[config.mk]
export PLATFORM = sky130hd
export DESIGN_NAME = spa_ram
export DESIGN_NICKNAME = d
export VERILOG_FILES = /design/src/hw/rtl/spa_ram.sv
export SDC_FILE = /design/constraint.sdc
export NUM_CORES = 1
export LEC_CHECK = 0
export BUFFER_PORTS_ARGS = -buffer_cell sky130_fd_sc_hd__buf_2
export CAP_MARGIN = 20
export CORE_ASPECT_RATIO = 1.5
export CORE_MARGIN = 5
export CORE_UTILIZATION = 60
export DETAILED_ROUTE_END_ITERATION = 10
export GPL_ROUTABILITY_DRIVEN = 0
export PLACE_DENSITY = 0.84
export REMOVE_ABC_BUFFERS = 1
export SLEW_MARGIN = 20
export SYNTH_ARGS = -nofsm -noshare
export SYNTH_HDL_FRONTEND = slang
export SYNTH_SLANG_ARGS = --single-unit
[constraint.sdc]
create_clock -name clk -period 4.5 [get_ports clk]
set_input_delay 0.675 -clock clk [delete_from_list [all_inputs] [get_ports clk]]
set_output_delay 0.675 -clock clk [all_outputs]
set_load 0.01 [all_outputs]
[src/hw/rtl/spa_ram.sv]
// spa_ram: generic one-write one-read ram with registered read
// no dependencies
module spa_ram #(
	parameter int WIDTH = 8,
	parameter int DEPTH = 16
) (
	input  logic                     clk,
	input  logic                     we,
	input  logic [$clog2(DEPTH)-1:0] waddr,
	input  logic [WIDTH-1:0]         wdata,
	input  logic [$clog2(DEPTH)-1:0] raddr,
	output logic [WIDTH-1:0]         rdata
);
	logic [WIDTH-1:0] mem [DEPTH];

	always_ff @(posedge clk) begin
		if (we) begin
			mem[waddr] <= wdata;
		end
		rdata <= mem[raddr];
	end
endmodule

==> out/summary.txt, run 1 <==
Status: complete, no violations
Critical path cell sequence: buf_2, mux4_1, a22oi_1, nand2_1
Max-slew violation count: 0
RR Endpoint: rdata[5]$_DFF_P_
Initial core utilization: 61.18%
Cell area power density: 476.0 mW/mm^2
Commonest non-fill, non-tap cell in the layout: edfxtp_1
CTS tree: yes
Seq cells post-synth: 136
Yosys top cell by area: edfxtp_1
DRT iter0 DRCs: 201
HP Class: in2reg
CP Max Fanout: 32
Crit Path Class: in2reg
R2R cell count: 3
Area of the multi-input gates: 0.001062 sq mm
Synth top area cells: edfxtp_1, mux4_2, mux4_1, dfxtp_1, a22oi_1
Min cycle time layout: 2245 ps
Slowest Stage Delay on Critical Path: 780 ps
Worst-path clk slew: 50 ps
Drt wl/cell: 25.49 um
Post-synthesis mux area share: 15.02%
Cell row count: 41
Fin. Hold Viols: 0
Peak Freq: 445.4 MHz
# diodes: 0
Ratio of cells with drive above 1 in the final layout: 26.52%
Final routed DRC violation total: 0
Critical Path Sink Type: flop
Commonest cells after routing, fill and taps aside: edfxtp_1, buf_2, mux4_2
Clock Skew: 3.081 ps
Die area: 0.01057 sq mm
Global-route wire length before repair: 15,110 um
CTS resizes: 0
Syn_area_per_cell: 22.48 sq um
Largest net degree at the start of global routing: 33
CP max stage cell: buf_2
Critical Path End: rdata[4]$_DFF_P_
Peak supply drop: 0.0003187 V
RSZ-0062 raised after global routing: no
Die Wd: 85.63 um
DRT Wirelength: 9838 um
Post-Synth XOR/XNOR Area: 0%
Layout Nets: 284
Required time worst endpoint: 4790 ps
R2r setup slk: 3110 ps
Simple logic cell fraction of the synthesized area: 3.184%
Routed Antenna Nets: 0
Compound-Gate Fraction of Synth Area: 2.333%
CTS Hold Buffers Added: 0
Max cap viols: 0
Relative slew slack: 28.68%
Post-synthesis adder-cell area fraction: 0%
Fin crit share: 49.89%
# IOs: 26
Grt ovf: 0
CTS buffer count: 17
Max Root-Sink Buffers: 2
Final setup vio count: 0
Setup Buffers After CTS: 0
Root Buffer: clkbuf_16
Netlist cell types: 19
Clk Latency, worst-skew pair: 410 ps
Setup tns final: 0 ps
Power consumption: 2.805 mW
Reg area: 0.004004 sq mm
Via Count: 2,478
Initial DRT Pass Iterations: 5
Clk sink count: 136
Vias in the first global route: 2,608
Sequential area share after synthesis: 77.78%
Buffers on Ports: 25
Worst Tran Pin Value: 1070 ps
Yosys top cell area share: 74.67%
Core Region: 0.008413 sq mm
Setup crit start kind: input port
Filler Cells Inserted: 515
Cell count after synthesis: 229
Htree depth: 4
Leak: 1.983 nW
Mapped cell area: 0.005147 sq mm
GRT Util Overall: 20.94%
Initial antenna violation count: 0
Worst Setup SP: raddr[0]
Largest family of logic cells by synthesized area: multiplexers
Routed vias/inst: 6.420
Reg-to-Reg Start: mem[1][5]$_DFFE_PP_
DP HPWL: 6097 um
Area delta synth->final: 14.49%
Yosys warns: 0
Die H: 123.4 um
WHS Path Cells: 1
WP data arrival: 2530 ps
-- routing by layer --
metal	track usage (%)	wire, um
met5	0	0
met4	8.614	190
met3	7.400	564
met2	35.85	5376
met1	23.97	3706
-- power by group --
| group | internal (mW) | switching, mW | total, mW | leakage, nW |
|---|---|---|---|---|
| sequential | 1.42 | 0.00879 | 1.43 | 1.22 |
| clock | 0.789 | 0.463 | 1.25 | 0.271 |
| combinational | 0.0510 | 0.0756 | 0.127 | 0.487 |
| total | 2.26 | 0.547 | 2.81 | 1.98 |
-- synthesized netlist by cell type --
cell type and number:
mux4_1 14, buf_2 3, nand2b_1 2, clkdlybuf4s25_2 3
edfxtp_1 128, nand2_1 9, buf_4 1, nor2b_1 1
and2_1 1, or3b_2 1, dfxtp_1 8, nand3b_1 2
a22oi_1 16, buf_6 3, nor3_1 4, and2b_1 1
nor2_1 13, mux4_2 18, nand3_1 1
-- sequential cells by signal (all words and copies together) (netlist names) --
| name | count |
|---|---|
| mem | 128 |
| rdata | 8 |
-- worst min path at each step --
| stage | to | from |
|---|---|---|
| 2_1_floorplan | rdata[0]$_DFF_P_ | mem[7][0]$_DFFE_PP_ |
| 4_1_cts | mem[15][1]$_DFFE_PP_ | wdata[1] |
| 3_5_place_dp | rdata[5]$_DFF_P_ | mem[11][5]$_DFFE_PP_ |
| 5_1_grt | mem[4][1]$_DFFE_PP_ | wdata[1] |
| 6_report | mem[4][1]$_DFFE_PP_ | wdata[1] |
| 3_3_place_gp | rdata[6]$_DFF_P_ | mem[8][6]$_DFFE_PP_ |
-- worst max-delay path, delay by kind of cell --
kind                   cells  cell delay, ps
AO/OA/AOI/OAI              1             270
buffers and inverters      1             780
multiplexers               1             660
AND/OR/NAND/NOR            1             100
-- cell families (layout without fill, tap and decap cells) --
kind of cell | Yosys count | in the layout
AO/OA/AOI/OAI | 16 | 16
buffers and inverters | 10 | 60
flip-flops | 136 | 136
multiplexers | 32 | 32
AND/OR/NAND/NOR | 35 | 35
-- area by class of cell --
type	instances	area share [%]
clock inverter	3	0.2548
timing repair buffer	28	2.505
tap	107	2.272
clock buffer	29	9.002
sequential	136	67.94
multi-input combinational	83	18.03
-- metrics by stage --
| step | std cells | hold slack (ps) | setup WS [ps] | area, sq um | utilization (%) |
|---|---|---|---|---|---|
| 4_1_cts | 386 | 632.2 | 2236 | 5888 | 69.99 |
| 3_3_place_gp | 354 | 659.2 | 1881 | 5343 | 63.50 |
| 3_5_place_dp | 354 | 668.9 | 1811 | 5343 | 63.50 |
| 6_report | 386 | 645.0 | 2255 | 5893 | 70.05 |
| 2_1_floorplan | 219 | 629.3 | 2332 | 5061 | - |
| 5_1_grt | 386 | 632.2 | 2136 | 5893 | 70.05 |
(Power assumes the default switching activity.)
==> run 2, diff against run 1 <==
==> constraint.sdc (replaced) <==
create_clock -name clk -period 2.1 [get_ports clk]
set_input_delay 0.315 -clock clk [delete_from_list [all_inputs] [get_ports clk]]
set_output_delay 0.315 -clock clk [all_outputs]
set_load 0.01 [all_outputs]
==> run 2 against run 1 <==
- clock skew rose by 5.1 ps
- critical path depth fell by 1
- combinational power rose by 130%
- clock-buffer cell count fell by 11
- via count rose by 0.61%
- worst setup slack got worse by 1500 ps
- die area did not move
- non-clock buffer count rose by 19
- critical endpoint unchanged
- largest cell class unchanged
==> out/summary.txt, run 2 (same netlist as run 1, synthesis figures left out) <==
Area delta synth->final: 18.06% (was 14.49%)
# IOs: 26 (unchanged)
Root Buffer: clkbuf_16 (unchanged)
R2R cell count: 3 (unchanged)
Htree depth: 4 (unchanged)
Clk Latency, worst-skew pair: 410 ps (about the same)
Core Region: 0.008413 sq mm (unchanged)
Initial core utilization: 61.18% (unchanged)
CTS buffer count: 17 (unchanged)
Routed vias/inst: 6.156 (was 6.420)
Top Registers: mem: 128 flops, rdata: 8 flops (unchanged)
Initial DRT Pass Iterations: 4 (was 5)
Required time worst endpoint: 2400 ps (was 4790 ps)
Die Wd: 85.63 um (unchanged)
Max-slew violation count: 0 (unchanged)
Initial antenna violation count: 0 (unchanged)
Relative slew slack: 67.28% (was 28.68%)
Setup Buffers After CTS: 0 (unchanged)
Max reg flops: 128 (unchanged)
Hold_sp: wdata[3] (was wdata[1])
Die area: 0.01057 sq mm (unchanged)
RSZ-0062 raised after global routing: no (unchanged)
Family with the most delay on the worst path: multiplexers (was buffers and inverters)
Crit Path Class: reg2reg (was in2reg)
Fin. Hold Viols: 0 (unchanged)
DRT iter0 DRCs: 271 (was 201)
CTS Hold Buffers Added: 0 (unchanged)
Cell row count: 41 (unchanged)
GRT Util Overall: 21.14% (was 20.94%)
Commonest non-fill, non-tap cell in the layout: edfxtp_1 (unchanged)
Grt ovf: 0 (unchanged)
WP data arrival: 1680 ps (was 2530 ps)
Commonest cells after routing, fill and taps aside: edfxtp_1, buf_2, buf_4 (was edfxtp_1, buf_2, mux4_2)
Leak: 2.102 nW (was 1.983 nW)
Global-route wire length before repair: 15,410 um (was 15,110 um)
Buffers on Ports: 25 (unchanged)
Hold_ws: 280.4 ps (was 645.0 ps)
Critical Path Sink Type: flop (unchanged)
Worst Tran Pin Value: 489.7 ps (was 1070 ps)
DRT Wirelength: 9789 um (was 9838 um)
Ratio of cells with drive above 1 in the final layout: 30.54% (was 26.52%)
# diodes: 0 (unchanged)
RR Endpoint: rdata[4]$_DFF_P_ (was rdata[5]$_DFF_P_)
Final routed DRC violation total: 0 (unchanged)
Slowest Stage Delay on Critical Path: 490 ps (was 780 ps)
Reg-to-Reg Start: mem[1][4]$_DFFE_PP_ (was mem[1][5]$_DFFE_PP_)
Layout Nets: 303 (was 284)
Final setup vio count: 0 (unchanged)
CTS tree: yes (unchanged)
Peak supply drop: 0.0008035 V (was 0.0003187 V)
Reg with most FFs: mem (unchanged)
Peak Freq: 725.7 MHz
Largest net degree at the start of global routing: 33 (unchanged)
Worst-path clk slew: 50 ps (about the same)
Via Count: 2,493 (was 2,478)
Setup crit start kind: flop (was input port)
Die H: 123.4 um (unchanged)
Status: complete, no violations (unchanged)
Vias in the first global route: 2,638 (was 2,608)
WHS Path Cells: 1 (unchanged)
Clock Skew: 8.136 ps (was 3.081 ps)
Clk sink count: 136 (unchanged)
Critical path cell sequence: mux4_2, a22oi_1, nand2_1 (was buf_2, mux4_1, a22oi_1, nand2_1)
Min cycle time layout: 1378 ps
Buf+Inv Stages, Crit Path: 0 (was 1)
Fin crit share: 65.62%
Setup tns final: 0 ps (unchanged)
CP Max Fanout: 1 (was 32)
Hold path endpoint: mem[7][3]$_DFFE_PP_ (was mem[4][1]$_DFFE_PP_)
Max Root-Sink Buffers: 2 (unchanged)
CTS resizes: 0 (unchanged)
Drt wl/cell: 24.17 um (was 25.49 um)
R2r setup slk: 720 ps (was 3110 ps)
HP Class: in2reg (unchanged)
DP HPWL: 5972 um (was 6097 um)
Routed Antenna Nets: 0 (unchanged)
CP max stage cell: mux4_2 (was buf_2)
Max cap viols: 0 (unchanged)
Cell area power density: 1013 mW/mm^2 (was 476.0 mW/mm^2)
## run 2: changes by cell type in the layout (fill, tap and decap cells not counted)
cell	change
clkinv_2	+2
clkbuf_1	-5
bufinv_16	+3
nor3_1	+1
buf_4	+17
buf_12	+2
nor3_2	-1
clkbuf_8	-6
clkinv_1	+6
## run 2: cell type report
type,instances,area [sq um]
Sequential cell,136,4004
Clock inverter,14,137.6
Multi-Input combinational cell,83,1057
Fill cell,491,2336
Timing Repair Buffer,47,315.3
Tap cell,107,133.9
Clock buffer,18,429.2
## run 2: worst max path at each step
stage	start	endpoint	slack (ps)	depth (start not counted)
final	mem[1][4]$_DFFE_PP_	rdata[4]$_DFF_P_	720	3
after global routing	mem[2][4]$_DFFE_PP_	rdata[4]$_DFF_P_	670	3
after CTS	mem[0][1]$_DFFE_PP_	rdata[1]$_DFF_P_	730	3
after detailed placement	raddr[0]	rdata[1]$_DFF_P_	320	5
after global placement	raddr[0]	rdata[5]$_DFF_P_	360	5
after floorplan	waddr[2]	mem[0][0]$_DFFE_PP_	290	2
## run 2: per-stage QoR
step | setup slack, ps | std cells | total power, mW | utilization [%] | area, sq um
6_report | 722.1 | 405 | 6.158 | 72.23 | 6077
4_1_cts | 725.5 | 405 | 6.200 | 72.23 | 6077
3_5_place_dp | 317.0 | 373 | 3.394 | 65.50 | 5510
2_1_floorplan | 292.1 | 219 | 3.234 | - | 5061
3_3_place_gp | 361.2 | 373 | 3.381 | 65.50 | 5510
5_1_grt | 671.1 | 405 | 6.373 | 72.23 | 6077
## run 2: power breakdown
group	leakage [nW]	switching, mW	internal, mW
clock network	0.282	0.993	1.82
registers	1.22	0.0171	3.04
logic	0.597	0.162	0.124
total	2.10	1.17	4.99
## run 2: metal layers
layer / global-route usage [%] / vias up / share of wire, %
met5: 0 / - / 0
met4: 9.703 / 0 / 2.1
met3: 5.733 / 16 / 5.1
met2: 34.97 / 114 / 54
met1: 26.13 / 1273 / 39
li1: - / 1090 / -
## run 2: worst register-to-register path: cells and delay by family (launching register included)
kind,cells,cell delay (ps)
AOI/OAI and AO/OA,1,310
DFF,1,380
muxes,1,490
and+or+nand+nor,1,80
